### src/sv/slrg_pkg.sv
`timescale 1ns / 1ps

package slrg_pkg;

   localparam logic [30:0] LEH_MOD      = 31'h7FFF_FFFF;
   localparam logic [14:0] LEH_MULT     = 15'd16807;
   localparam int          WARMUP_STEPS = 8;

   typedef logic [3:0] pc_type;

   localparam pc_type STEP_DISPATCH  = 4'd0;
   localparam pc_type STEP_SEED      = 4'd1;
   localparam pc_type STEP_WARM_MUL  = 4'd2;
   localparam pc_type STEP_WARM_FOLD = 4'd3;
   localparam pc_type STEP_FILL_INIT = 4'd4;
   localparam pc_type STEP_FILL_MUL  = 4'd5;
   localparam pc_type STEP_FILL_FOLD = 4'd6;
   localparam pc_type STEP_DRAW_MUL  = 4'd7;
   localparam pc_type STEP_DRAW_FOLD = 4'd8;
   localparam pc_type STEP_DRAW_READ = 4'd9;
   localparam pc_type STEP_DRAW_SWAP = 4'd10;

   typedef enum logic [1:0] {
      JMP_NEXT,
      JMP_LOOP,
      JMP_DRAW
   } jmp_type;

   typedef struct packed {
      logic    ld_seed;
      logic    ld_cnt_warm;
      logic    ld_cnt_fill;
      logic    dec_cnt;
      logic    mul_x;
      logic    fold_x;
      logic    fill_wr;
      logic    q_mul;
      logic    slot_calc;
      logic    mem_rd;
      logic    swap;
      logic    done;
      jmp_type jmp;
      pc_type  target;
   } ctl_word_type;

   typedef struct packed {
      logic cnt_last;
      logic need_seed;
   } status_type;

   function automatic ctl_word_type ucode_word(input pc_type pc);
      ctl_word_type w;
      w = '0;
      w.jmp = JMP_NEXT;
      w.target = STEP_DISPATCH;
      case (pc)
         STEP_DISPATCH: begin
            w.jmp = JMP_DRAW;
            w.target = STEP_DRAW_MUL;
         end
         STEP_SEED: begin
            w.ld_seed = 1'b1;
            w.ld_cnt_warm = 1'b1;
         end
         STEP_WARM_MUL: begin
            w.mul_x = 1'b1;
         end
         STEP_WARM_FOLD: begin
            w.fold_x = 1'b1;
            w.dec_cnt = 1'b1;
            w.jmp = JMP_LOOP;
            w.target = STEP_WARM_MUL;
         end
         STEP_FILL_INIT: begin
            w.ld_cnt_fill = 1'b1;
         end
         STEP_FILL_MUL: begin
            w.mul_x = 1'b1;
         end
         STEP_FILL_FOLD: begin
            w.fold_x = 1'b1;
            w.dec_cnt = 1'b1;
            w.fill_wr = 1'b1;
            w.jmp = JMP_LOOP;
            w.target = STEP_FILL_MUL;
         end
         STEP_DRAW_MUL: begin
            w.mul_x = 1'b1;
            w.q_mul = 1'b1;
         end
         STEP_DRAW_FOLD: begin
            w.fold_x = 1'b1;
            w.slot_calc = 1'b1;
         end
         STEP_DRAW_READ: begin
            w.mem_rd = 1'b1;
         end
         STEP_DRAW_SWAP: begin
            w.swap = 1'b1;
            w.done = 1'b1;
         end
         default: begin
            w.done = 1'b1;
         end
      endcase
      return w;
   endfunction

endpackage

### src/sv/slrg_sequencer.sv
`timescale 1ns / 1ps

module slrg_sequencer (
   input  logic                      clock,
   input  logic                      reset,
   input  logic                      go,
   input  slrg_pkg::status_type      status,
   output slrg_pkg::ctl_word_type    ctl,
   output logic                      busy
);
   import slrg_pkg::*;

   pc_type pc_ff, pc_in;
   logic   busy_ff, busy_in;
   logic   taken;

   always_ff @(posedge clock) begin
      if (reset) begin
         pc_ff   <= STEP_DISPATCH;
         busy_ff <= 1'b0;
      end else begin
         pc_ff   <= pc_in;
         busy_ff <= busy_in;
      end
   end

   always_comb begin
      ctl = busy_ff ? ucode_word(pc_ff) : '0;
      case (ctl.jmp)
         JMP_LOOP: taken = !status.cnt_last;
         JMP_DRAW: taken = !status.need_seed;
         default:  taken = 1'b0;
      endcase
      pc_in   = pc_ff;
      busy_in = busy_ff;
      if (!busy_ff) begin
         if (go) begin
            pc_in   = STEP_DISPATCH;
            busy_in = 1'b1;
         end
      end else if (ctl.done) begin
         pc_in   = STEP_DISPATCH;
         busy_in = 1'b0;
      end else begin
         pc_in = taken ? ctl.target : pc_type'(pc_ff + 4'd1);
      end
   end

   assign busy = busy_ff;

endmodule

### src/sv/shuffled_lehmer_random_generator.sv
`timescale 1ns / 1ps
// Channel   | Ports                                      | Handshake
// ----------+--------------------------------------------+------------------------------
// request   | start, busy, req_mode, req_seed            | taken when start && !busy
// response  | rsp_strobe, rsp_random_value,              | one-cycle strobe, no stall
//           | rsp_generator_value                        |
// A draw steps dispatch, multiply, fold, read, swap; the strobe rises as busy falls.
// A reseed, or a draw before any seeding, adds seed load, warm-up and table fill steps.
// Each Lehmer step takes two microcode steps: constant multiply, then Mersenne fold.
// Reset is synchronous and leaves the block unseeded; the table is not cleared.
// The receiver cannot stall; a new request may be taken in the strobe cycle.

module shuffled_lehmer_random_generator #(
   parameter int TABLE_SIZE = 32
) (
   input  logic        clock,
   input  logic        reset,
   input  logic        start,
   output logic        busy,
   input  logic        req_mode,
   input  logic [30:0] req_seed,
   output logic        rsp_strobe,
   output logic [30:0] rsp_random_value,
   output logic [30:0] rsp_generator_value
);
   import slrg_pkg::*;

   localparam int     IDX_W       = $clog2(TABLE_SIZE);
   localparam int     CNT_W       = ($clog2(TABLE_SIZE + 1) > 4) ? $clog2(TABLE_SIZE + 1) : 4;
   localparam longint SLOT_DIV    = 64'd1 + (64'd2147483646 / TABLE_SIZE);
   localparam int     RECIP_SHIFT = 37;
   localparam longint RECIP       = ((64'd1 << RECIP_SHIFT) + SLOT_DIV - 64'd1) / SLOT_DIV;
   localparam int     RECIP_W     = $clog2(RECIP + 1);
   localparam int     QW          = $clog2(TABLE_SIZE + 2);
   localparam int     QP_W        = RECIP_SHIFT + QW + 1;
   localparam int     QC_W        = QW + 31;

   localparam logic [30:0]      SLOT_DIV_V = 31'(SLOT_DIV);
   localparam logic [RECIP_W-1:0] RECIP_V  = RECIP_W'(RECIP);

   function automatic logic [30:0] mod_fold(input logic [45:0] p);
      logic [31:0] r;
      r = {1'b0, p[30:0]} + {17'd0, p[45:31]};
      if (r >= {1'b0, LEH_MOD}) begin
         r = r - {1'b0, LEH_MOD};
      end
      return r[30:0];
   endfunction

   ctl_word_type ctl;
   status_type   status;
   logic         accept;

   logic             mode_ff;
   logic [30:0]      seed_ff;
   logic [30:0]      x_ff, x_in;
   logic [30:0]      last_ff, last_in;
   logic [CNT_W-1:0] cnt_ff, cnt_in;
   logic [45:0]      prod_ff;
   logic [QP_W-1:0]  qprod_ff;
   logic [IDX_W-1:0] slot_ff, slot_in;
   logic [30:0]      rdata_ff;
   logic             strobe_ff;
   logic [30:0]      rand_ff;
   logic [30:0]      gen_ff;

   logic [30:0]      fold_val;
   logic [30:0]      seed_eff;
   logic [CNT_W-1:0] cnt_m1;
   logic [QW-1:0]    qest;
   logic [QW-1:0]    qcorr;
   logic [QC_W-1:0]  qchk;

   logic             wr_en;
   logic [IDX_W-1:0] wr_addr;
   logic [30:0]      wr_data;

   logic [30:0] shuf_mem [TABLE_SIZE];

   assign accept = start && !busy;

   slrg_sequencer u_sequencer (
      .clock  (clock),
      .reset  (reset),
      .go     (accept),
      .status (status),
      .ctl    (ctl),
      .busy   (busy)
   );

   assign status.cnt_last  = (cnt_ff == CNT_W'(1));
   assign status.need_seed = mode_ff || (last_ff == 31'd0);

   always_comb begin
      fold_val = mod_fold(prod_ff);
      seed_eff = (!mode_ff || seed_ff == 31'd0 || seed_ff == LEH_MOD) ? 31'd1 : seed_ff;
      cnt_m1   = cnt_ff - CNT_W'(1);

      x_in = x_ff;
      if (ctl.ld_seed) begin
         x_in = seed_eff;
      end else if (ctl.fold_x) begin
         x_in = fold_val;
      end

      cnt_in = cnt_ff;
      if (ctl.ld_cnt_warm) begin
         cnt_in = CNT_W'(WARMUP_STEPS);
      end else if (ctl.ld_cnt_fill) begin
         cnt_in = CNT_W'(TABLE_SIZE);
      end else if (ctl.dec_cnt) begin
         cnt_in = cnt_m1;
      end

      last_in = last_ff;
      if (ctl.fill_wr) begin
         last_in = fold_val;
      end else if (ctl.swap) begin
         last_in = rdata_ff;
      end

      qest  = qprod_ff[RECIP_SHIFT +: QW];
      qchk  = QC_W'(qest) * QC_W'(SLOT_DIV_V);
      qcorr = (qchk > QC_W'(last_ff)) ? QW'(qest - QW'(1)) : qest;
      if (qcorr >= QW'(TABLE_SIZE)) begin
         slot_in = IDX_W'(TABLE_SIZE - 1);
      end else begin
         slot_in = qcorr[IDX_W-1:0];
      end

      wr_en   = ctl.fill_wr || ctl.swap;
      wr_addr = ctl.swap ? slot_ff : cnt_m1[IDX_W-1:0];
      wr_data = ctl.swap ? x_ff : fold_val;
   end

   always_ff @(posedge clock) begin
      if (reset) begin
         x_ff      <= 31'd1;
         last_ff   <= 31'd0;
         cnt_ff    <= '0;
         strobe_ff <= 1'b0;
      end else begin
         x_ff      <= x_in;
         last_ff   <= last_in;
         cnt_ff    <= cnt_in;
         strobe_ff <= ctl.swap;
      end
   end

   always_ff @(posedge clock) begin
      if (accept) begin
         mode_ff <= req_mode;
         seed_ff <= req_seed;
      end
      if (ctl.mul_x) begin
         prod_ff <= 46'(x_ff) * 46'(LEH_MULT);
      end
      if (ctl.q_mul) begin
         qprod_ff <= QP_W'(last_ff) * QP_W'(RECIP_V);
      end
      if (ctl.slot_calc) begin
         slot_ff <= slot_in;
      end
      if (ctl.swap) begin
         rand_ff <= rdata_ff;
         gen_ff  <= x_ff;
      end
   end

   always_ff @(posedge clock) begin
      if (wr_en) begin
         shuf_mem[wr_addr] <= wr_data;
      end
      if (ctl.mem_rd) begin
         rdata_ff <= shuf_mem[slot_ff];
      end
   end

   assign rsp_strobe          = strobe_ff;
   assign rsp_random_value    = rand_ff;
   assign rsp_generator_value = gen_ff;

endmodule

### config.mk
export PLATFORM = sky130hd
export DESIGN_NAME = shuffled_lehmer_random_generator
export DESIGN_NICKNAME = d
export VERILOG_FILES = /design/src/sv/slrg_pkg.sv /design/src/sv/slrg_sequencer.sv /design/src/sv/shuffled_lehmer_random_generator.sv
export SDC_FILE = /design/constraint.sdc
export NUM_CORES = 2
export LEC_CHECK = 0
export ABC_AREA = 0
export BUFFER_PORTS_ARGS = -buffer_cell sky130_fd_sc_hd__buf_2
export CORE_ASPECT_RATIO = 1.2
export CORE_MARGIN = 1
export CORE_UTILIZATION = 50
export DETAILED_ROUTE_END_ITERATION = 16
export GPL_TIMING_DRIVEN = 1
export PLACE_DENSITY = 0.72
export SLEW_MARGIN = 30
export SYNTH_ARGS = -nofsm -noshare
export SYNTH_HDL_FRONTEND = slang
export SYNTH_HIERARCHICAL = 1
export SYNTH_SLANG_ARGS = --single-unit
### constraint.sdc
create_clock -name clock -period 13.9 [get_ports clock]
set_clock_uncertainty 0.1 [all_clocks]
set_input_delay 2.78 -clock clock [delete_from_list [all_inputs] [get_ports clock]]
set_output_delay 2.78 -clock clock [all_outputs]
set_load 0.02 [all_outputs]
==> flow_metrics.env <==
export IMPL_overflow=0
export IMPL_worstSetupPathType="register to register"
export IMPL_drc=0
export IMPL_vias_per_cell=6.10
export IMPL_start_util_pct=50.7
export IMPL_grtUsageMet1_pct=32.1
export IMPL_placed_cell_area_um2=59700
export IMPL_clock_sinks=1247
export IMPL_antenna_cells=0
export IMPL_final_cell_mix="edfxtp_1 (1173), inv_1 (322), mux4_2 (310), ha_1 (217), fa_1 (134)"
export IMPL_postCtsSetupBuffers=0
export IMPL_areaGrowthSynthToFinish_pct=12.2
export IMPL_hold_class="register to register"
export IMPL_firstDrtPassIters=6
export IMPL_design_core_area_um2=112000
export IMPL_fin_tns_setup_ns=0
export IMPL_clock_latency_ns=0.74
export IMPL_fp_dieW_um=309
export IMPL_io_pins=99
export IMPL_hold_viol_final=0
export IMPL_dieArea_um2=115000
export IMPL_power_switching_mw=1.63
export IMPL_globalRouteTotalUtil_pct=25.7
export IMPL_drt_iter0_markers=3270
export IMPL_p_comb_share_pct=4.2
export IMPL_fin_ws_ns=6.92
export IMPL_fin_crit_sh_pct=50.2
export IMPL_fp_row_count=134
export IMPL_die_h_um=371
export IMPL_cp_max_fo=6
export IMPL_io_buffers=98
export IMPL_syn_area_per_cell_um2=17.4
export IMPL_cts_tree="built"
export IMPL_post_drt_wl_per_cell_um=28.7
export IMPL_use_met3_pct=3.81
export IMPL_route_vias_total=30700
export IMPL_ctsResizeCount=0
export IMPL_rr_startpoint="x_ff[14]"
export IMPL_startpoint_type="register"
export IMPL_layout_commonest_cell="edfxtp_1"
export IMPL_worst_slew_pin_slew_ns=0.978
export IMPL_p_sw_share_pct=21.5
export IMPL_antenna_found_initial=1
export IMPL_slew_violations=0
export IMPL_power_density_nw_per_um2=120
export IMPL_max_freq_mhz=143
export IMPL_synth_nets=3648
export IMPL_finalNetCount=3826
export IMPL_grt_max_degree=113
export IMPL_grt_use_met2_pct=44.3
export IMPL_maxCapViolCount=0
export IMPL_hpwl_um=88600
export IMPL_routed_wl_um=145000
export IMPL_stdcell_area_um2=63500
export IMPL_crit_required_ns=14.28
export IMPL_yosysWarningCount=6
export IMPL_layout_min_cycle_time_ns=6.98
export IMPL_max_vdd_ir_drop_uv=106
export IMPL_postCtsHoldBufs=0
export IMPL_status="finished clean"
export IMPL_cts_buffer_depth=3
export IMPL_relSlewSlack_pct=33.4
export IMPL_grt_pass1_vias=31300
export IMPL_dp_slack_ns=6.98
export IMPL_setup_viol_count_final=0
export IMPL_min_from="last_ff[30]"
export IMPL_nFillCells=8404
export IMPL_clockRootBuffer="clkbuf_16"
export IMPL_ant_nets=0
export IMPL_p_leak_nw=22.5
export IMPL_rsz0062_at_grt="no"
export IMPL_crit_start="x_ff[14]"
export IMPL_clkSlewWorstSetupHoldPaths_ns=0.07
export IMPL_synth_area_um2=56600
export IMPL_grt_busiest_layer="met2"
export IMPL_pwr_share_clk_pct=41.7
export IMPL_seqPwrFrac_pct=54.0
export IMPL_synthesis_instances=3262
export IMPL_grt_pass1_wl_um=210000
export IMPL_layout_drive_gt1_share_pct=22.1
export IMPL_end_kind="register"
export IMPL_gp_congestion=0.907
export IMPL_htree_levels=3
export IMPL_p_int_mw=5.97
export IMPL_cts_buffers=113
export IMPL_cp_arrival_ns=7.35
==> area by class of cell <==
type / count / area [µm²] / area share [%]
multi-input combinational: 1574 / 18800 / 29.6
timing repair buffer: 181 / 1190 / 1.87
inverter: 323 / 1210 / 1.91
sequential: 1247 / 36700 / 57.8
tap: 1496 / 1870 / 2.95
clock inverter: 74 / 827 / 1.30
clock buffer: 137 / 2920 / 4.59
==> power by group through the flow <==
stage	sequential, mW	clock (mW)	combinational (mW)
finish	4.11	3.17	0.323
global route	4.10	3.34	0.367
CTS	4.11	3.21	0.325
detailed placement	4.19	0	0.317
global placement	4.19	0	0.316
floorplan	4.18	0	0.221
==> flip-flops by register name (all words and copies together), names as in the netlist <==
register             flops
last_ff                 31
cnt_ff                   6
qprod_ff                 5
mode_ff                  1
slot_ff                  5
u_sequencer/pc_ff        4
rsp_generator_value     31
rdata_ff                31
prod_ff                 46
rsp_random_value        31
x_ff                    31
u_sequencer/busy         1
seed_ff                 31
shuf_mem               992
rsp_strobe               1
==> layer usage <==
layer	share of wire [%]	routed length, µm
met3	7.2	10400
met4	4.6	6580
met2	51	74200
met1	37	53400
met5	0	0
==> critical path: stages, from the launching register on <==
cell	delay, ns
dfxtp_1	0.53
inv_1	0.25
fa_1	0.58
inv_1	0.04
ha_1	0.26
inv_1	0.05
fa_1	0.49
inv_1	0.05
fa_1	0.50
fa_1	0.55
inv_1	0.05
fa_1	0.53
inv_1	0.05
ha_1	0.34
nand3_1	0.09
nor2_1	0.19
nand4_1	0.19
o211ai_1	0.25
nor3b_1	0.35
o31ai_1	0.25
nor4_1	0.40
o211a_1	0.23
o21a_1	0.13
o21ai_0	0.10
xnor2_1	0.16
==> through the flow <==
step           util (%)  hold slack (ns)  total power, mW  instances
2_1_floorplan         -            0.308             4.40       3262
4_1_cts            56.8            0.349             7.64       5029
3_3_place_gp       53.3            0.333             4.50       4816
6_report           56.9            0.347             7.60       5032
3_5_place_dp       53.5            0.333             4.50       4818
5_1_grt            56.9            0.359             7.81       5032
==> path summary, 6_finish.rpt <==
check,endpoint,slack (ns),cells after the start
worst max-delay path,prod_ff[44],6.92,24
worst min-delay path,qprod_ff[41],0.35,0
worst max register to register,prod_ff[44],6.92,24
worst min register to register,qprod_ff[41],0.35,0
Note: power is estimated with default switching activity, not from simulation.
